[config.mk]
export PLATFORM = sky130hd
export DESIGN_NAME = spc_queue
export DESIGN_NICKNAME = d
export VERILOG_FILES = /design/src/rtl/spc_pkg.sv /design/src/rtl/spc_queue.sv
export SDC_FILE = /design/constraint.sdc
export NUM_CORES = 1
export LEC_CHECK = 0
export BUFFER_PORTS_ARGS = -buffer_cell sky130_fd_sc_hd__buf_2
export CAP_MARGIN = 20
export CORE_MARGIN = 2
export CORE_UTILIZATION = 39
export CTS_CLUSTER_DIAMETER = 60
export DETAILED_ROUTE_END_ITERATION = 10
export PLACE_DENSITY_LB_ADDON = 0.08
export SETUP_SLACK_MARGIN = 0.2
export SYNTH_ARGS = -nofsm -noshare
export SYNTH_HDL_FRONTEND = slang
export SYNTH_SLANG_ARGS = --single-unit
[constraint.sdc]
create_clock -name clock -period 2 [get_ports clock]
set_input_delay 0.4 -clock clock [delete_from_list [all_inputs] [get_ports clock]]
set_output_delay 0.4 -clock clock [all_outputs]
set_load 0.02 [all_outputs]
[src/rtl/spc_pkg.sv]
// shared types, constants and helper functions of the planar to chunky converter
`default_nettype none

package spc_pkg;

   localparam int DATA_W          = 8;
   localparam int COL_W           = 10;
   localparam int CSR_ADDR_W      = 2;
   localparam int CSR_DATA_W      = 11;
   localparam int RSP_DATA_W      = 24;
   localparam int RSP_USER_W      = 3;
   localparam int DEF_MAX_WIDTH   = 1024;
   localparam int DEF_STORE_DEPTH = 1024;
   localparam int QUEUE_DEPTH     = 2;

   localparam logic [CSR_ADDR_W-1:0] CSR_COLOR_MODE  = 2'd0;
   localparam logic [CSR_ADDR_W-1:0] CSR_LINE_WIDTH  = 2'd1;
   localparam logic [CSR_ADDR_W-1:0] CSR_INVERT_MONO = 2'd2;

   typedef enum logic [2:0] {
      MODE_MONO,
      MODE_PLANE2,
      MODE_PLANE4,
      MODE_PLANE8,
      MODE_XRGB1555,
      MODE_RGB565,
      MODE_RGB888,
      MODE_XRGB8888
   } color_mode_type;

   // work items handed from front to back
   typedef enum logic [2:0] {
      OP_MONO,
      OP_STORE,
      OP_PLANAR,
      OP_RGB15,
      OP_RGB16,
      OP_BYTE
   } op_type;

   typedef enum logic [1:0] {
      BK_IDLE,
      BK_FETCH,
      BK_LAND,
      BK_EMIT
   } back_state_type;

   function automatic int max_xb(input int mw);
      return (mw + 7) / 8;
   endfunction

   // holds the bytes-per-plane count itself
   function automatic int xb_w(input int mw);
      return $clog2(max_xb(mw) + 1);
   endfunction

   function automatic int x_w(input int mw);
      return $clog2(8 * max_xb(mw));
   endfunction

   function automatic int pos_w(input int mw);
      return $clog2(32 * max_xb(mw));
   endfunction

   function automatic int entry_w(input int mw);
      return $bits(op_type) + 16 + pos_w(mw) + x_w(mw) + 2 + 3 + 1;
   endfunction

   // planes kept in the line store: one less than the plane count
   function automatic logic [2:0] lower_planes(input color_mode_type m);
      logic [2:0] r;
      unique case (m)
         MODE_PLANE2: r = 3'd1;
         MODE_PLANE4: r = 3'd3;
         default:     r = 3'd7;
      endcase
      return r;
   endfunction

endpackage

`default_nettype wire

[src/rtl/spc_queue.sv]
// short work queue between the front and the back
`default_nettype none

module spc_queue
   import spc_pkg::*;
#(
   parameter int WIDTH = 32,
   parameter int DEPTH = QUEUE_DEPTH
) (
   input  wire logic             clock,
   input  wire logic             reset,
   input  wire logic             push_valid,
   output logic                  push_ready,
   input  wire logic [WIDTH-1:0] push_data,
   output logic                  pop_valid,
   input  wire logic             pop_ready,
   output logic      [WIDTH-1:0] pop_data
);

   localparam int PTR_W = (DEPTH > 1) ? $clog2(DEPTH) : 1;
   localparam int CNT_W = $clog2(DEPTH + 1);

   logic [WIDTH-1:0] slot_ff [DEPTH];
   logic [PTR_W-1:0] wr_ptr_ff, wr_ptr_in;
   logic [PTR_W-1:0] rd_ptr_ff, rd_ptr_in;
   logic [CNT_W-1:0] count_ff, count_in;
   logic             do_push;
   logic             do_pop;

   assign push_ready = (count_ff != CNT_W'(DEPTH));
   assign pop_valid  = (count_ff != '0);
   assign pop_data   = slot_ff[rd_ptr_ff];
   assign do_push    = push_valid && push_ready;
   assign do_pop     = pop_valid && pop_ready;

   always_comb begin
      wr_ptr_in = wr_ptr_ff;
      rd_ptr_in = rd_ptr_ff;
      count_in  = count_ff;
      if (do_push) begin
         wr_ptr_in = (wr_ptr_ff == PTR_W'(DEPTH - 1)) ? '0 : wr_ptr_ff + PTR_W'(1);
      end
      if (do_pop) begin
         rd_ptr_in = (rd_ptr_ff == PTR_W'(DEPTH - 1)) ? '0 : rd_ptr_ff + PTR_W'(1);
      end
      if (do_push && !do_pop) begin
         count_in = count_ff + CNT_W'(1);
      end else if (do_pop && !do_push) begin
         count_in = count_ff - CNT_W'(1);
      end
   end

   always_ff @(posedge clock) begin
      if (reset) begin
         wr_ptr_ff <= '0;
         rd_ptr_ff <= '0;
         count_ff  <= '0;
      end else begin
         wr_ptr_ff <= wr_ptr_in;
         rd_ptr_ff <= rd_ptr_in;
         count_ff  <= count_in;
      end
   end

   always_ff @(posedge clock) begin
      if (do_push) begin
         slot_ff[wr_ptr_ff] <= push_data;
      end
   end

endmodule

`default_nettype wire

# Yosys cells after proc, flatten, opt, wreduce, memory -nomap -nowiden
# Memory sizes are Yosys's and may differ from the RTL's. A register that Yosys moved wholly into a read port is not among the register bits.
# Index checks and enable logic that the tools add are counted.
[word_totals]
regBits = 4
ram_bits = 64
out_inout_bits = 34
word_cells = 25
mem_count = 1
[op_classes]
n_addsub = 4
n_eq_ne = 1
n_mux = 8
n_reduce_logical = 8
[memory_table]
columns = ["name", "depth", "width", "rd", "rd_ports_with_merged_regs", "wr", "line", "text"]
rows = [
  ["slot_ff", 2, 32, 1, 1, 1, "spc_queue.sv:23", "logic [WIDTH-1:0] slot_ff [DEPTH];"],
]
[op_table]
columns = ["operator", "count"]
rows = [
  ["2-to-1 mux 1 bit", 6],
  ["logical AND 1 bit", 4],
  ["2-to-1 mux 2 bit", 2],
  ["nonzero test 2 bit", 2],
  ["adder 1 bit (second input constant)", 2],
  ["adder 2 x 1 -> 2 bit (second input constant)", 1],
  ["zero test 1 bit", 2],
  ["!= test 2 bit (second input constant)", 1],
  ["subtractor 2 x 1 -> 2 bit (second input constant)", 1],
]

# Depth between registers and ports, before layout
[logic_depth]
depth_word = 6
depth_mapped = 6

# Least setup slack after synthesis
# No wires, ideal clock.
[synth_path]
path_type = "register -> register"
start = "register count_ff[0]"
end = "memory slot_ff[1][0] (enable)"
setup_ps = 392
arrival_ps = 1561
setup_slack_ps = 47
stages_incl_launch_ff = 3
n_path_buf = 0
synth_period_minus_slack_ps = 1953
cell_sequence = "dfxtp_1 nand2b_1 and3_1"
[synth_via]
elab_chain_len = 4
[synth_lines]
columns = ["item", "line", "text"]
rows = [
  ["from (decl)", "spc_queue.sv:26", "logic [CNT_W-1:0] count_ff, count_in;"],
  ["from (signal assigned)", "spc_queue.sv:61", "count_ff <= count_in;"],
  ["!= test 2 bit", "spc_queue.sv:30", "assign push_ready = (count_ff != CNT_W'(DEPTH));"],
  ["net push_ready", "spc_queue.sv:13", "output logic push_ready,"],
  ["logical AND 1 bit", "spc_queue.sv:33", "assign do_push = push_valid && push_ready;"],
  ["2-to-1 mux 1 bit", "spc_queue.sv:66", "if (do_push) begin"],
  ["2-to-1 mux 1 bit (implied by the code)", "spc_queue.sv:67", "slot_ff[wr_ptr_ff] <= push_data;"],
  ["to (decl)", "spc_queue.sv:23", ""],
]
# The timed path passes the listed nets, and every way through them passes these cells.

==> impl_metrics.toml <==
[status]
status = "completed"

[run]
maxCapViolCount = 0

[timing]
final_min_period_over_clock_period_pct = 88.2
grt_setup_unrepaired = "true"
maxSlewHeadroom_pct = 77.1
worst_slew_pin_slew_ps = 340
final_max_slew_viol_count = 0
final-setup-viol-count = 0
timing_hold_violations_final = 0
finalWorstPathRequiredPeriod_ps = 1760
fmaxAchievable_ghz = 0.567
timing.setup.tns_ps = 0
timing.clock.skew_ps = 4.81

[drt]
wl_um = 4150
detail-route-antenna-nets = 0
viasPerCell = 4.72
first_pass_drt_iterations = 4
wl_per_cell_um = 14.5
vias = 1350
first_iter_violations = 31
route.detailed.drc = 0

[cells_and_area]
finalCoreUtilization_pct = 51.7
drive_gt1_share_pct = 57.9
final_design_area_no_fill_sq_um = 3270
layout.nets = 241
area_growth_pct = 29.3
diodes = 0

[global_routing]
grt_antenna_before_repair = 0
grtUsageTotal_pct = 12.6
vias_in_the_first_global_route = 1450
met3_usage_pct = 4.52
grt_overflow_total = 0
met2_grt_util_pct = 22.4
grt_start_max_net_pins = 33
grt.busiest_layer = "met2"
global_route_wire_length_before_repair_um = 6580
globalRouteMet1Util_pct = 12.2

[power]
worst_ir_drop_vdd_uv = 725
leakagePower_nw = 1.23
power_density_nw_per_um2 = 1340

[synth]
synthesis.area_sq_um = 2520
synth.ff_latch_count = 69
synth_edf_count = 64
post_synth_num_cell_types = 19
synth_warnings = 0
mappedNetlistNets = 161
ys_async_sr_fraction_pct = 0
postSynthCellCount = 124
synth.avg_cell_area_sq_um = 20.4
synth_flop_cell = "edfxtp_1"
synth.yosys.seq_area_share_pct = 80.1

[cts]
clock_tree_from_tritoncts = "yes"
worst_setup_hold_path_clk_slew_ps = 70
clk_latency_ps = 330
cts_hold_buffers = 0
clockBufferDepth = 2
cts_max_level = 3
cts_num_sinks = 69
cts.root.buffer_cell = "clkbuf_8"
cts_inserted_buffers = 9

[floorplanning]
ioPinCount = 70
initial_utilization_pct = 40.0
num_rows = 29
die_x_um = 84.5
dieHeight_um = 84.5
overall_die_area_sq_um = 7130
placeableCoreArea_sq_um = 6310

[critical_path]
critPathMaxStageDelay_ps = 370
path_buf_inv = 2
cp_data_required_time_ps = 1600
critPathCaptureType = "primary output"
cp.arrival_ps = 1360
timing.setup.critical_path_class = "reg2out"
cp_slowest_cell = "dfxtp_4"
cp_cell_sequence = "buf_12 -> mux2_2 -> buf_2"
timing.critical_path.max_delay_family = "flip-flops"
start_kind = "register"
timing.critical_path.fanout_max = 17

[hold_path]
hold_class = "in2reg"

[placement]
hpwlAfterDp_um = 2800
placedInstanceArea_sq_um = 3010
buffer_ports.inserted = 69
gpl.final_weighted_congestion = 0.774
-- cell type report --
class,count,area (sq um)
clock buffer,11,131
clock inverter,5,98.8
fill,556,3050
inverter,1,7.51
multi-input combinational,50,480
sequential,69,2030
tap,77,96.3
timing repair buffer,73,425
-- cells in the mapped netlist (all sizes together), types with 2 or more instances --
library cell	count	area share (%)
edfxtp	64	76
nor2	3	0.45
xor2	3	1.0
buf	3	0.59
mux2	32	14
o21ai	2	0.40
dfxtp	5	4.0
a21oi	2	0.40
-- per-stage QoR --
| step | hold WS, ps | cells | total power [W] | worst slack, ps |
|---|---|---|---|---|
| 2_1_floorplan | 469 | 124 | 0.00270 | 335 |
| 3_3_place_gp | 489 | 270 | 0.00306 | 464 |
| 3_5_place_dp | 510 | 270 | 0.00310 | 385 |
| 4_1_cts | 238 | 286 | 0.00445 | 199 |
| 5_1_grt | 238 | 286 | 0.00459 | 179 |
| 6_report | 252 | 286 | 0.00438 | 236 |
-- registers in the layout, summed over array words and instances, names as in the netlist, named ones only --
signal	count
slot_ff	64
count_ff	2
rd_ptr_ff	1
wr_ptr_ff	1
-- timing repair --
item / in CTS / in global routing
pin swaps: 0 / 0
setup buffers: 0 / 0
gates cloned: 0 / 0
hold endpoints to repair: 0 / 0
endpoints found under the setup margin: 32 / 32
gates resized for setup: 6 / 2
-- power breakdown --
part	switching (W)	internal, W
clock	0.000471	0.000823
combinational	0.000681	0.000529
sequential	0.0000663	0.00181
-- worst reg2reg max path, stage by stage, from the launching register on --
cell,delay [ps]
dfxtp_1,350
nand2b_1,210
and2_1,190
ha_1,330
or3_1,350
a21oi_1,140
-- placed cells by master (no fill, tap or decap) --
cell type / netlist / layout
clkinvlp_4: 0 / 1
and2_1: 1 / 1
ha_1: 1 / 1
mux2_1: 2 / 2
or3_1: 1 / 1
clkbuf_1: 0 / 2
and3_2: 0 / 1
clkbuf_8: 0 / 9
clkinv_2: 0 / 1
dfxtp_4: 0 / 1
a21oi_1: 2 / 2
mux2_2: 30 / 30
buf_12: 0 / 4
dfxtp_1: 5 / 4
a21bo_2: 1 / 1
nand2b_1: 1 / 1
edfxtp_1: 64 / 64
bufinv_16: 0 / 3
buf_2: 3 / 69
xor2_1: 3 / 3
nor2_1: 3 / 3
clkinv_1: 0 / 1
or2_2: 1 / 1
nand3b_1: 1 / 1
o21ai_0: 2 / 2
-- logic make-up (layout without fill, tap and decap cells) --
kind of cell / Yosys count / in the layout / synth area share [%]
DFF: 69 / 69 / 80.1
muxes: 32 / 32 / 14.3
and+or+nand+nor: 9 / 9 / 1.98
AOI/OAI and AO/OA: 5 / 5 / 1.19
buffers and inverters: 5 / 90 / 0.941
xor gates and xnor gates: 3 / 3 / 1.04
adders and majority gates: 1 / 1 / 0.495
-- layer usage --
layer	routed length, um	up-vias
met5	0	-
met4	136	0
met3	261	15
met2	2230	47
met1	1520	648
li1	-	640
-- worst paths after layout --
path         cells past startpoint     startpoint  slack [ps]        endpoint
max                              3       register         240    pop_data[14]
min                              1  push_data[13]         250  slot_ff[0][13]
max reg2reg                      5    count_ff[0]         380     count_ff[1]
min reg2reg                      2      rd_ptr_ff         530       rd_ptr_ff
No activity file was read; power rests on OpenSTA's default activity.
