File: src/rtl/spc_pkg.sv
// shared types, constants and helper functions of the planar to chunky converter
`default_nettype none

package spc_pkg;

   localparam int DATA_W          = 8;
   localparam int COL_W           = 10;
   localparam int CSR_ADDR_W      = 2;
   localparam int CSR_DATA_W      = 11;
   localparam int RSP_DATA_W      = 24;
   localparam int RSP_USER_W      = 3;
   localparam int DEF_MAX_WIDTH   = 1024;
   localparam int DEF_STORE_DEPTH = 1024;
   localparam int QUEUE_DEPTH     = 2;

   localparam logic [CSR_ADDR_W-1:0] CSR_COLOR_MODE  = 2'd0;
   localparam logic [CSR_ADDR_W-1:0] CSR_LINE_WIDTH  = 2'd1;
   localparam logic [CSR_ADDR_W-1:0] CSR_INVERT_MONO = 2'd2;

   typedef enum logic [2:0] {
      MODE_MONO,
      MODE_PLANE2,
      MODE_PLANE4,
      MODE_PLANE8,
      MODE_XRGB1555,
      MODE_RGB565,
      MODE_RGB888,
      MODE_XRGB8888
   } color_mode_type;

   // work items handed from front to back
   typedef enum logic [2:0] {
      OP_MONO,
      OP_STORE,
      OP_PLANAR,
      OP_RGB15,
      OP_RGB16,
      OP_BYTE
   } op_type;

   typedef enum logic [1:0] {
      BK_IDLE,
      BK_FETCH,
      BK_LAND,
      BK_EMIT
   } back_state_type;

   function automatic int max_xb(input int mw);
      return (mw + 7) / 8;
   endfunction

   // holds the bytes-per-plane count itself
   function automatic int xb_w(input int mw);
      return $clog2(max_xb(mw) + 1);
   endfunction

   function automatic int x_w(input int mw);
      return $clog2(8 * max_xb(mw));
   endfunction

   function automatic int pos_w(input int mw);
      return $clog2(32 * max_xb(mw));
   endfunction

   function automatic int entry_w(input int mw);
      return $bits(op_type) + 16 + pos_w(mw) + x_w(mw) + 2 + 3 + 1;
   endfunction

   // planes kept in the line store: one less than the plane count
   function automatic logic [2:0] lower_planes(input color_mode_type m);
      logic [2:0] r;
      unique case (m)
         MODE_PLANE2: r = 3'd1;
         MODE_PLANE4: r = 3'd3;
         default:     r = 3'd7;
      endcase
      return r;
   endfunction

endpackage

`default_nettype wire

File: src/rtl/spc_front.sv
// front end: config registers, scanline position tracking and byte classification
`default_nettype none

module spc_front
   import spc_pkg::*;
#(
   parameter int MAX_WIDTH = DEF_MAX_WIDTH
) (
   input  wire logic                          clock,
   input  wire logic                          reset,
   input  wire logic                          csr_we,
   input  wire logic [CSR_ADDR_W-1:0]         csr_addr,
   input  wire logic [CSR_DATA_W-1:0]         csr_wdata,
   input  wire logic                          req_tvalid,
   output logic                               req_tready,
   input  wire logic [DATA_W-1:0]             req_tdata,
   output logic                               q_push,
   input  wire logic                          q_ready,
   output logic [entry_w(MAX_WIDTH)-1:0]      q_data,
   output color_mode_type                     cfg_mode,
   output logic [xb_w(MAX_WIDTH)-1:0]         cfg_xb
);

   localparam int XBW = xb_w(MAX_WIDTH);
   localparam int XW  = x_w(MAX_WIDTH);
   localparam int PW  = pos_w(MAX_WIDTH);
   localparam int LW  = XW + 1;

   color_mode_type          mode_ff, mode_in;
   logic [CSR_DATA_W-1:0]   width_ff, width_in;
   logic                    invert_ff, invert_in;
   logic [PW-1:0]           pos_ff, pos_in;
   logic [XBW-1:0]          b_ff, b_in;
   logic [2:0]              plane_ff, plane_in;
   logic [1:0]              sub_ff, sub_in;
   logic [XW-1:0]           x_ff, x_in;
   logic [DATA_W-1:0]       held_ff, held_in;

   logic                    accept;
   logic                    csr_hit;
   logic [LW-1:0]           w;
   logic [LW-1:0]           wm1;
   logic [XBW-1:0]          xb;
   logic [PW:0]             len;
   logic                    wrap;
   logic                    b_last;
   logic                    sub_last;
   logic [XW-1:0]           x0;
   logic [LW-1:0]           x_end;
   logic [LW-1:0]           x_left;
   logic                    row_end_pix;
   logic [2:0]              lastk_pix;
   logic                    hc_in_row;
   logic                    hc_row_end;

   op_type                  e_op;
   logic [15:0]             e_word;
   logic [PW-1:0]           e_idx;
   logic [XW-1:0]           e_x;
   logic [1:0]              e_comp;
   logic [2:0]              e_lastk;
   logic                    e_rowend;

   assign req_tready = q_ready;
   assign accept     = req_tvalid && req_tready;
   assign cfg_mode   = mode_ff;
   assign cfg_xb     = xb;
   assign csr_hit    = csr_we && (csr_addr == CSR_COLOR_MODE || csr_addr == CSR_LINE_WIDTH ||
                                  csr_addr == CSR_INVERT_MONO);

   // clamp the programmed width into 1..MAX_WIDTH
   always_comb begin
      if (width_ff == '0) begin
         w = LW'(1);
      end else if (32'(width_ff) > 32'(MAX_WIDTH)) begin
         w = LW'(MAX_WIDTH);
      end else begin
         w = LW'(width_ff);
      end
   end

   assign wm1 = w - LW'(1);
   assign xb  = XBW'((w + LW'(7)) >> 3);

   always_comb begin
      unique case (mode_ff)
         MODE_MONO:     len = (PW+1)'(xb);
         MODE_PLANE2:   len = (PW+1)'(xb) << 1;
         MODE_PLANE4:   len = (PW+1)'(xb) << 2;
         MODE_PLANE8:   len = (PW+1)'(xb) << 3;
         MODE_XRGB1555: len = (PW+1)'(xb) << 4;
         MODE_RGB565:   len = (PW+1)'(xb) << 4;
         MODE_RGB888:   len = ((PW+1)'(xb) << 4) + ((PW+1)'(xb) << 3);
         MODE_XRGB8888: len = (PW+1)'(xb) << 5;
      endcase
   end

   always_comb begin
      unique case (mode_ff)
         MODE_XRGB1555, MODE_RGB565: sub_last = (sub_ff == 2'd1);
         MODE_RGB888:                sub_last = (sub_ff == 2'd2);
         MODE_XRGB8888:              sub_last = (sub_ff == 2'd3);
         default:                    sub_last = 1'b1;
      endcase
   end

   assign wrap   = ((PW+1)'(pos_ff) + (PW+1)'(1)) == len;
   assign b_last = (b_ff == xb - XBW'(1));

   // pixel modes: first column of this byte and where the row ends in it
   assign x0          = XW'(b_ff) << 3;
   assign x_end       = LW'(x0) + LW'(7);
   assign x_left      = wm1 - LW'(x0);
   assign row_end_pix = (x_end >= wm1);
   assign lastk_pix   = row_end_pix ? x_left[2:0] : 3'd7;
   assign hc_in_row   = (LW'(x_ff) < w);
   assign hc_row_end  = (LW'(x_ff) == wm1);

   always_comb begin
      mode_in   = mode_ff;
      width_in  = width_ff;
      invert_in = invert_ff;
      if (csr_we) begin
         unique case (csr_addr)
            CSR_COLOR_MODE:  mode_in   = color_mode_type'(csr_wdata[2:0]);
            CSR_LINE_WIDTH:  width_in  = csr_wdata;
            CSR_INVERT_MONO: invert_in = csr_wdata[0];
            default:         mode_in   = mode_ff;
         endcase
      end
   end

   always_comb begin
      pos_in   = pos_ff;
      b_in     = b_ff;
      plane_in = plane_ff;
      sub_in   = sub_ff;
      x_in     = x_ff;
      held_in  = held_ff;
      if (csr_hit) begin
         pos_in   = '0;
         b_in     = '0;
         plane_in = '0;
         sub_in   = '0;
         x_in     = '0;
      end else if (accept) begin
         if (wrap) begin
            pos_in   = '0;
            b_in     = '0;
            plane_in = '0;
            sub_in   = '0;
            x_in     = '0;
         end else begin
            pos_in = pos_ff + PW'(1);
            if (b_last) begin
               b_in     = '0;
               plane_in = plane_ff + 3'd1;
            end else begin
               b_in = b_ff + XBW'(1);
            end
            if (sub_last) begin
               sub_in = '0;
               x_in   = x_ff + XW'(1);
            end else begin
               sub_in = sub_ff + 2'd1;
            end
         end
         // even byte of a big-endian word
         if ((mode_ff == MODE_XRGB1555 || mode_ff == MODE_RGB565) && !sub_ff[0]) begin
            held_in = req_tdata;
         end
      end
   end

   always_comb begin
      q_push   = 1'b0;
      e_op     = OP_BYTE;
      e_word   = {8'h00, req_tdata};
      e_idx    = '0;
      e_x      = x0;
      e_comp   = 2'd0;
      e_lastk  = 3'd0;
      e_rowend = 1'b0;
      unique case (mode_ff)
         MODE_MONO: begin
            q_push   = accept;
            e_op     = OP_MONO;
            e_word   = {8'h00, req_tdata ^ {DATA_W{invert_ff}}};
            e_lastk  = lastk_pix;
            e_rowend = row_end_pix;
         end
         MODE_PLANE2, MODE_PLANE4, MODE_PLANE8: begin
            q_push = accept;
            if (plane_ff < lower_planes(mode_ff)) begin
               e_op  = OP_STORE;
               e_idx = pos_ff;
            end else begin
               e_op     = OP_PLANAR;
               e_idx    = PW'(b_ff);
               e_lastk  = lastk_pix;
               e_rowend = row_end_pix;
            end
         end
         MODE_XRGB1555, MODE_RGB565: begin
            q_push   = accept && sub_ff[0] && hc_in_row;
            e_op     = (mode_ff == MODE_XRGB1555) ? OP_RGB15 : OP_RGB16;
            e_word   = {held_ff, req_tdata};
            e_x      = x_ff;
            e_lastk  = 3'd2;
            e_rowend = hc_row_end;
         end
         MODE_RGB888: begin
            q_push   = accept && hc_in_row;
            e_x      = x_ff;
            e_comp   = sub_ff;
            e_rowend = hc_row_end && (sub_ff == 2'd2);
         end
         MODE_XRGB8888: begin
            // the pad byte of each group emits nothing
            q_push   = accept && (sub_ff != 2'd0) && hc_in_row;
            e_x      = x_ff;
            e_comp   = sub_ff - 2'd1;
            e_rowend = hc_row_end && (sub_ff == 2'd3);
         end
      endcase
   end

   assign q_data = {e_op, e_word, e_idx, e_x, e_comp, e_lastk, e_rowend};

   always_ff @(posedge clock) begin
      if (reset) begin
         mode_ff   <= MODE_MONO;
         width_ff  <= CSR_DATA_W'(1);
         invert_ff <= 1'b0;
         pos_ff    <= '0;
         b_ff      <= '0;
         plane_ff  <= '0;
         sub_ff    <= '0;
         x_ff      <= '0;
         held_ff   <= '0;
      end else begin
         mode_ff   <= mode_in;
         width_ff  <= width_in;
         invert_ff <= invert_in;
         pos_ff    <= pos_in;
         b_ff      <= b_in;
         plane_ff  <= plane_in;
         sub_ff    <= sub_in;
         x_ff      <= x_in;
         held_ff   <= held_in;
      end
   end

endmodule

`default_nettype wire

File: config.mk
export PLATFORM = sky130hd
export DESIGN_NAME = spc_front
export DESIGN_NICKNAME = d
export VERILOG_FILES = /design/src/rtl/spc_pkg.sv /design/src/rtl/spc_front.sv
export SDC_FILE = /design/constraint.sdc
export NUM_CORES = 1
export LEC_CHECK = 0
export BUFFER_PORTS_ARGS = -buffer_cell sky130_fd_sc_hd__buf_2
export CAP_MARGIN = 20
export CORE_MARGIN = 2
export CORE_UTILIZATION = 40
export CTS_CLUSTER_SIZE = 40
export DETAILED_ROUTE_END_ITERATION = 10
export HOLD_SLACK_MARGIN = 0.03
export PLACE_DENSITY = 0.62
export SLEW_MARGIN = 20
export SYNTH_ARGS = -nofsm -noshare
export SYNTH_HDL_FRONTEND = slang
export SYNTH_SLANG_ARGS = --single-unit
File: constraint.sdc
create_clock -name clock -period 11 [get_ports clock]
set_input_delay 2.2 -clock clock [delete_from_list [all_inputs] [get_ports clock]]
set_output_delay 2.2 -clock clock [all_outputs]
set_load 0.005 [all_outputs]
Yosys cells after proc, flatten, opt, wreduce, memory -nomap -nowiden
Index checks and enable logic that the tools add are counted.
{ "classes": {"add_sub_neg": 13, "bitwise_logic": 2, "n_lt_le_gt_ge": 4, "n_reduce_logical": 31, "n_eq_ne": 15, "muxes": 29} }
{ "ops": {"columns": ["cell", "count"], "rows": [
  ["$pmux 13 s7", 1],
  ["$mux 12", 3],
  ["$pmux 16 s2", 1],
  ["$mux 10", 3],
  ["$mux 11", 2],
  ["$mux 3", 6],
  ["$pmux 3 s3", 2],
  ["$mux 8", 2],
  ["$add 12x1->13 const B", 1],
  ["$add 12x11->13", 1],
  ["$eq 13x13->1", 1],
  ["$add 12x1->12 const B", 1],
  ["$eq 3x3->1 const B", 4],
  ["$add 10x3->11 const B", 1],
  ["$add 11x3->11 const B", 1],
  ["$eq 10x11->1", 1],
  ["$ge 11x11->1", 1],
  ["$gt 11x11->1 const B", 1],
  ["$logic_not 11->1", 1],
  ["$lt 10x11->1", 1],
  ["$sub 11x1->11 const B", 1],
  ["$add 10x1->10 const B", 1],
  ["$logic_and 1x1->1", 10],
  ["$reduce_and 2->1", 5],
  ["30 further kinds", 42]
]} }
{ "word_totals": {"ff_bits": 58, "word_cells": 103, "inputBits": 26} }

Longest topological paths before layout
Gate-level depths: netlist of the first run.
{ "depth": {"depth_word": 9, "depth_mapped": 26, "depth_no_buf": 20} }

Worst setup path before layout of the first run
No wires, ideal clock.
{ "synth_timing": {"path_kind": "register -> output", "startpoint": "register width_ff[6]", "endpoint": "output q_data[0]", "path_stages_with_launch": 21, "path_buffers": 3, "arrival_time_ns": 3.231, "slack_ns": 5.569, "path_cell_list": "dfxtp_1 buf_2 nor4_2 a31oi_1 nor2_1 inv_1 ha_1 buf_6 a21oi_1 a21oi_1 ha_1 a21boi_0 o21a_1 o21a_1 o21a_1 o21a_1 o21ai_0 a21oi_1 nand2_1 nand2_1 buf_4"} }
{ "synth_between": {"elab_chain_cells": 7, "elab_cells_between_ends": 11, "cone_classes": "add/sub: 1; order compare: 2; eq/ne: 1; mux: 4; reduce/logical: 3"} }
{ "synth_rtl": {"columns": ["item", "line", "source"], "rows": [
  ["start, declared", "spc_front.sv:30", "logic [CSR_DATA_W-1:0] width_ff, width_in;"],
  ["start signal, assigned", "spc_front.sv:243", "width_ff <= width_in;"],
  ["$gt 11x11->1", "spc_front.sv:75", "end else if (32'(width_ff) > 32'(MAX_WIDTH)) begin"],
  ["$mux 11", "spc_front.sv:75", null],
  ["$mux 11 (*)", "spc_front.sv:73", "if (width_ff == '0) begin"],
  ["$sub 11x1->11 (*)", "spc_front.sv:82", "assign wm1 = w - LW'(1);"],
  ["$ge 11x11->1 or $eq 10x11->1 (tied branches)", "spc_front.sv:114, spc_front.sv:117", null],
  ["$mux 1 (tied with other cells)", "spc_front.sv:194", "if (plane_ff < lower_planes(mode_ff)) begin"],
  ["$pmux 1 s5 (*)", "spc_front.sv:184", "unique case (mode_ff)"],
  ["end, declared", "spc_front.sv:19", "output logic [entry_w(MAX_WIDTH)-1:0] q_data,"]
]} }
Mark *: on every way between the ends. The rest lies on a longest branch, timed or not.

Worst setup path in the final report of the first run
{ "layout_timing": {"startpoint": "register width_ff[3]", "endpoint": "register b_ff[6]"} }
{ "layout_between": {"elab_chain_cells": 8, "elab_cells_between_ends": 12, "cone_classes": "add/sub: 3; order compare: 1; eq/ne: 2; mux: 5; reduce/logical: 1"} }
{ "layout_rtl": {"columns": ["item", "line", "source"], "rows": [
  ["$gt 11x11->1", "spc_front.sv:75", null],
  ["$mux 11", "spc_front.sv:75", null],
  ["$mux 11 (*)", "spc_front.sv:73", null],
  ["$add 11x3->11 (*)", "spc_front.sv:83", "assign xb = XBW'((w + LW'(7)) >> 3);"],
  ["$add 12x11->13 or $sub 8x1->8 (tied branches)", "spc_front.sv:93, spc_front.sv:108", null],
  ["$pmux 13 s7 or $eq 8x8->1 (tied branches)", "spc_front.sv:86, spc_front.sv:108", null],
  ["$eq 13x13->1 or $mux 8 (tied branches)", "spc_front.sv:107, spc_front.sv:155", null],
  ["$mux 8 (*)", "spc_front.sv:147", "if (wrap) begin"],
  ["end signal, assigned", "spc_front.sv:246", "b_ff <= b_in;"],
  ["end, declared", "spc_front.sv:33", "logic [XBW-1:0] b_ff, b_in;"]
]} }
Marked as above.
A chain may end at the register's enable or synchronous reset.

==> reports/results.txt, run 1 <==
Layout cells sized above 1: 17.42%
Initial antenna violation count: 0
Number of synthesized register bits: 58
Flop pwr share: 32.6%
GRT Util Overall: 24.44%
Min-Delay Path Depth: 2
Reg-to-reg endpoint: b_ff[6]$_SDFFE_PP0P_
Die Y: 129.2 µm
H-tree levels: 3
Area share of fa/ha/maj cells after synthesis: 8.175%
Post-synth EDFFs: 0
Clk network pwr share: 42.9%
Largest net degree at the start of global routing: 48
Synth Cell Area: 6275 µm²
Core Region: 15260 µm²
RSZ-0062 raised after global routing: no
FF/Latch Area: 1161 µm²
Leak pwr: 0.002789 µW
# hold bufs at CTS: 0
Fillers: 1578
Cells after Synth: 851
Final hold violations: 0
Comb power frac: 24.5%
I/O Pins: 86
DRT Pass-1 Iters: 5
Via density: 5.943
TritonCTS sink count: 58
Post-layout minimum cycle time: 6.588 ns
DRC: 0
Net count after synthesis: 918
Synth Area in Simple Gates: 28.65%
Hold endpoint: held_ff[0]$_SDFFE_PP0P_
Die X: 129.2 µm
Die area: 16700 µm²
Setup TNS: 0 ns
Max-Cap Viols: 0
Final setup fails: 0
Routed len/inst: 18.43 µm
Post-synthesis cell type count: 78
Async SR Flop Fraction: 0%
Clk_skew: 0.005280 ns
Rows: 45
Worst hold margin: 0.4812 ns
Post-CTS Repair Setup Buffers: 0
Grt total ovfl: 0
Hold Path Origin: held_ff[0]$_SDFFE_PP0P_
Tcrit/Tclk final: 59.89%
Final Max Tran Viols: 0
Clock Pin Slew Worst Setup and Hold Paths: 0.05 ns
TritonCTS clock tree: built
P_sw: 221.6 µW
Hpwl dp: 14.89 mm
Num CTS Buffers: 9
Worst skew pair latency: 0.34 ns
Worst slew pin tran: 0.8609 ns
Longest Clk Path Bufs: 2
FF-to-FF Start: width_ff[3]$_SDFFE_PP0P_
Largest family of logic cells by synthesized area: simple AND/OR/NAND/NOR gates
DR vias: 6508
# diodes: 0
Vias in the first global route: 5912
Xor/xnor share of the synthesized area: 8.355%
PostCTS Resize Cnt: 0
Mux cell area share after synthesis: 5.224%
Drt initial violations: 679
Final nets: 946
Max-slew headroom: 42.40%
Starting Density: 41.12%
Root Buffer Master: clkbuf_16
GPL Wtd Cong: 0.9415
Int Pwr: 457.5 µW
Multi-input logic area: 4664 µm²
Syn Area/Cell: 7.373 µm²
Yosys warns: 0
Setup CP Type: register to register
Post-route ant nets: 0
HP Class: register to register
Critical path startpoint category: register
Sw frac: 32.63%
First-pass GRT wire length: 32.16 mm
Critical path required time: 11.19 ns
Compound-Gate Fraction of Synth Area: 23.79%
R2R cell count: 19
Port Buffer Count: 85
Layout Area Growth over Synthesis: 11.41%
Data arrival, critical path: 6.78 ns
Status: complete, no violations
Top FF cell, synth: dfxtp_1
Maximum vdd drop: 0.06520 mV
Total wire length: 20.18 mm
Crit path max fanout: 17
Cell Pwr Density: 97.14 nW/µm²
Register area share after synthesis: 18.50%
Register-to-register setup slack: 4.41 ns
Setup crit end kind: register
Fmax: 0.1518 GHz
## registers in the layout, summed over array words and instances (netlist names)
name / count
b_ff: 8
cfg_mode: 3
held_ff: 8
invert_ff: 1
plane_ff: 3
pos_ff: 12
sub_ff: 2
width_ff: 11
x_ff: 10
## per-stage QoR
stage | area (µm²) | worst slack, ns | power, µW | cells | utilization (%)
global route | 6990 | 3.976 | 707.8 | 1095 | 45.81
CTS | 6984 | 4.588 | 680.2 | 1095 | 45.77
global placement | 6678 | 4.716 | 388.5 | 1079 | 43.76
finish | 6990 | 4.412 | 679.1 | 1095 | 45.81
floorplan | 6275 | 5.569 | 343.4 | 851 | -
detailed placement | 6678 | 4.611 | 388.3 | 1079 | 43.76
## Yosys cell counts, types with 7 or more instances
| cell | count | area (µm²) |
|---|---|---|
| nor4_1 | 7 | 43.79 |
| a211oi_1 | 13 | 97.59 |
| and2_1 | 20 | 125.1 |
| nor2_1 | 74 | 277.8 |
| nand2_1 | 88 | 330.3 |
| or4_1 | 7 | 52.55 |
| o21ai_1 | 8 | 40.04 |
| o21ai_0 | 22 | 110.1 |
| a22oi_1 | 11 | 82.58 |
| nand2b_1 | 9 | 56.30 |
| dfxtp_1 | 58 | 1161 |
| mux2i_1 | 26 | 260.3 |
| or3_1 | 8 | 50.05 |
| clkbuf_1 | 52 | 195.2 |
| o22ai_1 | 11 | 68.82 |
| nand4_1 | 19 | 118.9 |
| ha_1 | 41 | 513.0 |
| nand3_1 | 50 | 250.2 |
| a31o_2 | 11 | 96.34 |
| buf_2 | 12 | 60.06 |
| a21boi_0 | 9 | 67.56 |
| xnor2_1 | 37 | 324.1 |
| a21oi_1 | 40 | 200.2 |
| a31oi_1 | 7 | 43.79 |
| xor2_1 | 21 | 183.9 |
| o21a_1 | 14 | 105.1 |
| nor3_1 | 17 | 85.08 |
| o211ai_1 | 7 | 52.55 |
| and3_1 | 11 | 68.82 |
| inv_1 | 22 | 82.58 |
## placed cells by master (no fill, tap or decap), types with 9 or more instances in the layout
cell type,synthesis,final
ha_1,41,41
a31o_2,11,11
clkbuf_16,0,9
dfxtp_1,58,58
mux2i_1,26,26
o21a_1,14,14
buf_4,6,9
nand4_1,19,19
nor3_1,17,17
xor2_1,21,21
and2_1,20,20
xnor2_1,37,37
a211oi_1,13,13
inv_1,22,22
nand2b_1,9,9
buf_2,12,85
nand2_1,88,88
o22ai_1,11,11
o21ai_0,22,22
nor2_1,74,73
a21boi_0,9,9
a22oi_1,11,11
nand3_1,50,50
and3_1,11,11
a21oi_1,40,40
## power by group through the flow
stage	Sequential, µW	Clock, µW	Combinational (µW)
global route	222	304	182
detailed placement	226	0	163
CTS	221	296	163
global placement	226	0	163
floorplan	220	0	123
finish	221	291	166
## layer usage
layer / vias to the layer above / share of wire [%] / GRT usage (%)
met5: - / 0 / 0
met4: 0 / 2.3 / 7.609
met3: 32 / 6.2 / 4.088
met2: 231 / 45 / 38.48
met1: 3071 / 46 / 34.17
li1: 3174 / - / -
## worst max-delay path, stage by stage, from the launching register on
cell and delay (ns):
dfxtp_1 0.53, nor4_4 0.57, a31oi_1 0.15, nor2_1 0.20, inv_1 0.07, ha_1 0.33
nor2b_1 0.28, or3_1 0.49, a21oi_2 0.53, inv_1 0.15, ha_1 0.40, o2111ai_1 0.14
nand4_1 0.17, a211oi_1 0.29, xor2_1 0.17, o21ai_1 0.09, a2111oi_0 0.54, nand4_1 0.66
o21ai_2 0.53, a211oi_1 0.13
## area by class of cell
class                           instances  area share (%)
Clock buffer                           12           3.669
Inverter                               27           1.450
Timing Repair Buffer                   94           7.052
Sequential cell                        58           16.61
Clock inverter                          4          0.7159
Tap cell                              211           3.777
Multi-Input combinational cell        689           66.73
## how the worst max path moves through the flow
stage / start / end / cells after the start
after CTS: width_ff[3]$_SDFFE_PP0P_ / b_ff[5]$_SDFFE_PP0P_ / 19
after floorplan: width_ff[6]$_SDFFE_PP0P_ / q_data[0] / 20
after detailed placement: width_ff[3]$_SDFFE_PP0P_ / b_ff[0]$_SDFFE_PP0P_ / 19
final: width_ff[3]$_SDFFE_PP0P_ / b_ff[6]$_SDFFE_PP0P_ / 19
after global routing: width_ff[3]$_SDFFE_PP0P_ / b_ff[0]$_SDFFE_PP0P_ / 19
after global placement: width_ff[3]$_SDFFE_PP0P_ / b_ff[5]$_SDFFE_PP0P_ / 19
## kinds of logic after synthesis
group                    Yosys count
XOR/XNOR                          59
buffers and inverters            104
adder cells (fa/ha/maj)           41
flip-flops                        58
AO/OA/AOI/OAI                    210
multiplexers                      32
AND/OR/NAND/NOR                  347
No activity file was read; power rests on OpenSTA's default activity.
==> run 2, diff against run 1 <==
--- a/config.mk
+++ b/config.mk
@@ -12,7 +12,7 @@
 export CTS_CLUSTER_SIZE = 40
 export DETAILED_ROUTE_END_ITERATION = 10
 export HOLD_SLACK_MARGIN = 0.03
-export PLACE_DENSITY = 0.62
+export PLACE_DENSITY = 0.64
 export SLEW_MARGIN = 20
 export SYNTH_ARGS = -nofsm -noshare
 export SYNTH_HDL_FRONTEND = slang
==> constraint.sdc (replaced) <==
create_clock -name clock -period 5.25 [get_ports clock]
set_input_delay 1.05 -clock clock [delete_from_list [all_inputs] [get_ports clock]]
set_output_delay 1.05 -clock clock [all_outputs]
set_load 0.005 [all_outputs]
==> run 2 against run 1 <==
Sequential share of layout area is 0.35 points lower. Total power is 110% higher. Global-route usage fell by 0.13 points. Register-to-register slack worse by 4.1 ns. Clock skew about the same.
==> reports/results.txt, run 2 (synthesis gave the netlist of run 1 again) <==
Status: complete, no violations
Final setup fails: 0
Worst skew pair latency: 0.34 ns
TritonCTS clock tree: built
Vias in the first global route: 5815
Root Buffer Master: clkbuf_16
CP cell instances: buf_4, or3_1, a211o_1, and2_1, inv_2, ha_1, nand2_1, a21boi_0, o21a_1, o21a_1, o21a_1, o21a_1, o21ai_0, a21oi_1, a21boi_0, buf_2
DRC: 0
First-pass GRT wire length: 32.20 mm
Layout cells sized above 1: 19.87%
DR vias: 6588
Die Y: 129.2 µm
Core Region: 15260 µm²
CP max stage delay: 0.46 ns
Layout Area Growth over Synthesis: 13.80%
Via density: 5.898
Max reg flops: 12
Grt total ovfl: 0
Initial antenna violation count: 0
Longest Clk Path Bufs: 2
Register-to-register setup slack: 0.35 ns
Rows: 45
I/O Pins: 86
Setup TNS: 0 ns
Crit path max fanout: 9
# hold bufs at CTS: 0
Critical path startpoint category: register
Maximum vdd drop: 0.1172 mV
Drt initial violations: 694
Leak pwr: 0.002888 µW
Crit path max-delay cell type: or3_1
Die area: 16700 µm²
Die X: 129.2 µm
Post-layout minimum cycle time: 4.903 ns
Clock Pin Slew Worst Setup and Hold Paths: 0.06 ns
Hpwl dp: 14.89 mm
Fillers: 1525
Setup crit end kind: primary output
DRT Pass-1 Iters: 7
Top flop regs: pos_ff (12), width_ff (11), x_ff (10)
HP Class: register to register
Worst slew pin tran: 0.8499 ns
H-tree levels: 3
Port Buffer Count: 85
Most frequent cells in the layout: nand2_1, buf_2, nor2_1
Final nets: 968
GPL Wtd Cong: 0.9661
Max-Cap Viols: 0
Starting Density: 41.12%
GRT Util Overall: 24.31%
Top reg by flops: pos_ff
RSZ-0062 raised after global routing: no
Cell Pwr Density: 195.2 nW/µm²
Total wire length: 20.26 mm
TritonCTS sink count: 58
Largest net degree at the start of global routing: 47
Post-route ant nets: 0
Total Power: 1394 µW
Data arrival, critical path: 3.85 ns
Final Max Tran Viols: 0
Worst path bufs/invs: 3
Fmax: 0.2040 GHz
Routed len/inst: 18.14 µm
Max-slew headroom: 43.13%
Top cell by count, worst path: o21a_1
Top Family by Delay on Critical Path: compound AO/OA/AOI/OAI gates
Critical path required time: 4.20 ns
Setup CP Type: register to primary output
Tcrit/Tclk final: 93.39%
Num CTS Buffers: 9
Final hold violations: 0
Commonest non-fill, non-tap cell in the layout: nand2_1
Clk_skew: 0.005775 ns
Worst hold margin: 0.4821 ns
# diodes: 0
[run 2: path summary, 6_finish.rpt]
path | from | end | cells past startpoint
max | width_ff[2]$_SDFFE_PP0P_ | q_data[3] | 16
min | held_ff[4]$_SDFFE_PP0P_ | held_ff[4]$_SDFFE_PP0P_ | 2
max reg2reg | width_ff[2]$_SDFFE_PP0P_ | plane_ff[1]$_SDFFE_PP0P_ | 18
min reg2reg | held_ff[4]$_SDFFE_PP0P_ | held_ff[4]$_SDFFE_PP0P_ | 2
[run 2: per-stage QoR]
| step | area, µm² | utilization [%] | instances | setup WS (ns) |
|---|---|---|---|---|
| global route | 7141 | 46.80 | 1117 | 0.03868 |
| finish | 7141 | 46.80 | 1117 | 0.3471 |
| detailed placement | 6843 | 44.85 | 1101 | 0.2748 |
| floorplan | 6275 | - | 851 | 0.05358 |
| CTS | 7123 | 46.68 | 1117 | 0.2210 |
| global placement | 6843 | 44.85 | 1101 | 0.3204 |
[run 2: layer usage]
metal	vias up	routed length (µm)	track usage [%]
li1	3200	-	-
met1	3062	9078	34.64
met2	298	8998	37.15
met3	28	1720	3.799
met4	0	463	8.696
met5	-	0	0
[run 2: worst register-to-register path: cells and delay by family, from the launching register on]
family / cells / cell delay [ns]
AND/OR/NAND/NOR: 6 / 1.89
AO/OA/AOI/OAI: 7 / 1.66
adder cells (fa/ha/maj): 2 / 0.45
XOR/XNOR: 1 / 0.33
buffers and inverters: 2 / 0.18
flip-flops: 1 / 0.33
[run 2: final cells by class]
type,count,area (µm²),share of cell area [%]
clock buffers,10,239.0,3.347
repair buffers,116,658.1,9.217
clock inverters,6,41.29,0.5782
flip-flops and latches,58,1161,16.26
well taps,211,264.0,3.697
multi-input cells,689,4676,65.48
inverters,27,101.3,1.419
[run 2: power by group]
part           leakage [µW]  total, µW  internal, µW  switching, µW
Clock              0.000131        563           332            231
Combinational       0.00229        373           134            239
Sequential         0.000469        458           447           11.3
Total               0.00289       1390           913            481
[run 2: repair_timing]
item / 4_1_cts / 5_1_grt
resized for setup: 0 / 4
endpoints found under the hold margin: 0 / 0
endpoints found under the setup margin: 0 / 28
setup buffers: 0 / 0
==> run 3, diff against run 2 <==
--- a/config.mk
+++ b/config.mk
@@ -5,6 +5,7 @@
 export SDC_FILE = /design/constraint.sdc
 export NUM_CORES = 1
 export LEC_CHECK = 0
+export ABC_AREA = 1
 export BUFFER_PORTS_ARGS = -buffer_cell sky130_fd_sc_hd__buf_2
 export CAP_MARGIN = 20
 export CORE_MARGIN = 2
@@ -12,7 +13,8 @@
 export CTS_CLUSTER_SIZE = 40
 export DETAILED_ROUTE_END_ITERATION = 10
 export HOLD_SLACK_MARGIN = 0.03
-export PLACE_DENSITY = 0.64
+export PLACE_DENSITY = 0.65
+export REMOVE_ABC_BUFFERS = 1
 export SLEW_MARGIN = 20
 export SYNTH_ARGS = -nofsm -noshare
 export SYNTH_HDL_FRONTEND = slang
==> run 3 against run 2 <==
Non-clock buffer count down 25. Utilization up 0.64 points. Sequential share of layout area up 1.3 points. Clock power up 21%. Largest power group unchanged.
==> reports/results.txt, run 3 <==
Post-synthesis cell type count: 46
DRT Pass-1 Iters: 5
GPL Wtd Cong: 0.9584
Fillers: 1466
Fmax: 0.2191 GHz
Cell Pwr Density: 232.2 nW/µm²
Post-synth top cells: nand2_1, inv_1, nor2_1, nand3_1, dfxtp_1
Number of synthesized register bits: 58
Hpwl dp: 13.78 mm
Final Max Tran Viols: 0
TritonCTS clock tree: built
Final nets: 1070
Die area: 15290 µm²
Status: complete, no violations
Critical path required time: 4.20 ns
Post-synth EDFFs: 0
Setup TNS: 0 ns
Leak pwr: 0.003207 µW
Top FF cell, synth: dfxtp_1
Rows: 43
Largest area contributor in the netlist: dfxtp_1
Post-CTS Repair Setup Buffers: 0
Area fraction of the dominant cell type after synthesis: 20.28%
Layout cells sized above 1: 16.57%
Port Buffer Count: 85
Syn Area/Cell: 6.170 µm²
Top cells by area, synth: dfxtp_1, nand2_1, ha_1
HP Class: register to register
# diodes: 0
Starting Density: 41.09%
Initial antenna violation count: 0
H-tree levels: 3
RSZ-0062 raised after global routing: no
Tcrit/Tclk final: 86.95%
Vias in the first global route: 5359
Setup CP Type: register to primary output
Max-Cap Viols: 0
I/O Pins: 86
Data arrival, critical path: 3.51 ns
Die Y: 123.6 µm
Clock Pin Slew Worst Setup and Hold Paths: 0.05 ns
Grt total ovfl: 0
Max reg flops: 12
Crit path max fanout: 8
Clk_skew: 0.006707 ns
Root Buffer Master: clkbuf_16
First-pass GRT wire length: 28.05 mm
Cell with the most instances after synthesis: nand2_1
Critical path startpoint category: register
# hold bufs at CTS: 0
TritonCTS sink count: 58
Top flop regs: pos_ff (12), width_ff (11), x_ff (10)
Drt initial violations: 407
Post-route ant nets: 0
DR vias: 6068
Cells after Synth: 928
Final hold violations: 0
Synth Cell Area: 5725 µm²
Commonest non-fill, non-tap cell in the layout: nand2_1
Num CTS Buffers: 9
Post-layout minimum cycle time: 4.565 ns
GRT Util Overall: 23.83%
Max-slew headroom: 40.48%
DRC: 0
Most frequent cells in the layout: nand2_1, inv_1, nor2_1
Async SR Flop Fraction: 0%
Layout Area Growth over Synthesis: 15.45%
Total Power: 1535 µW
Register area share after synthesis: 20.28%
Final setup fails: 0
Worst skew pair latency: 0.35 ns
Via density: 5.108
Core Region: 13930 µm²
Maximum vdd drop: 0.1671 mV
Top reg by flops: pos_ff
Setup crit end kind: primary output
Largest net degree at the start of global routing: 24
Worst slew pin tran: 0.8874 ns
Yosys warns: 0
PostCTS Resize Cnt: 0
Longest Clk Path Bufs: 2
Die X: 123.6 µm
Routed len/inst: 14.73 µm
Total wire length: 17.50 mm
run 3: cell count changes after synthesis, moves of 12 or more:
| cell | previous run | this run |
|---|---|---|
| nand2_1 | 88 | 214 |
| inv_1 | 22 | 130 |
| clkbuf_1 | 52 | 12 |
| nor2_1 | 74 | 102 |
| o21ai_0 | 22 | 49 |
| mux2i_1 | 26 | 0 |
| xnor2_1 | 37 | 12 |
| nand3_1 | 50 | 72 |
| and2_1 | 20 | 0 |
| nand2_2 | 0 | 19 |
| xor2_1 | 21 | 39 |
| o21a_1 | 14 | 1 |
| a21oi_1 | 40 | 52 |
run 3: path summary, 6_finish.rpt:
path	startpoint	endpoint	slack, ns	depth (start not counted)
max reg2reg	width_ff[10]$_SDFFE_PP0P_	x_ff[9]$_SDFFE_PP0P_	0.88	30
min reg2reg	invert_ff$_SDFFE_PP0P_	invert_ff$_SDFFE_PP0P_	0.45	2
max	width_ff[2]$_SDFFE_PP0P_	q_data[2]	0.69	19
min	invert_ff$_SDFFE_PP0P_	invert_ff$_SDFFE_PP0P_	0.45	2
run 3: area by class of cell:
class / instances / area (µm²) / area share [%]
Timing Repair Buffer: 91 / 470.5 / 7.117
Clock buffer: 12 / 266.5 / 4.032
Multi-Input combinational cell: 697 / 3859 / 58.38
Tap cell: 180 / 225.2 / 3.407
Clock inverter: 4 / 72.57 / 1.098
Sequential cell: 58 / 1161 / 17.57
Inverter: 146 / 555.5 / 8.404
run 3: critical path, cell delays in order, from the launching register on:
cell	delay (ns)
dfxtp_1	0.38
nor2_1	0.13
nand3_1	0.12
o21ai_4	0.31
nand2_1	0.14
ha_1	0.26
nand2_1	0.10
xor2_1	0.24
ha_1	0.27
a21o_1	0.17
a21oi_1	0.12
nor2_1	0.05
o21ai_0	0.14
nand2_1	0.06
a21oi_1	0.12
o21bai_1	0.11
nand2_1	0.10
o21ai_0	0.13
nand2_1	0.10
buf_2	0.13
run 3: metal layers:
| layer | up-vias | track usage [%] | part of all wire (%) | wire length (µm) |
|---|---|---|---|---|
| li1 | 3119 | - | - | - |
| met1 | 2736 | 32.71 | 46 | 8033 |
| met2 | 188 | 37.88 | 46 | 7984 |
| met3 | 25 | 4.899 | 6.7 | 1166 |
| met4 | 0 | 6.605 | 1.8 | 320 |
| met5 | - | 0 | 0 | 0 |
run 3: per-stage QoR:
stage	hold WS (ns)	instance area, µm²	util (%)	cells	setup slack [ns]
after floorplan	0.4252	5575	-	901	1.503
after global placement	0.4386	6271	45.00	1172	1.048
after detailed placement	0.4420	6271	45.00	1172	0.9434
after CTS	0.4503	6610	47.44	1188	0.6728
after global routing	0.4726	6610	47.44	1188	0.2137
final	0.4507	6610	47.44	1188	0.6852
run 3: logic make-up after synthesis:
group | after synthesis | share of synthesized area, %
compound gates | 140 | 13.77
flops | 58 | 20.28
buf+inv | 173 | 12.33
fa+ha+maj | 41 | 8.960
xor+xnor | 51 | 7.802
simple gates | 465 | 36.87
run 3: where the power goes:
part	switching (µW)	leakage (µW)	total, µW	internal (µW)
clock network	227	0.000165	680	453
logic	247	0.00257	383	136
registers	18.4	0.000470	471	453
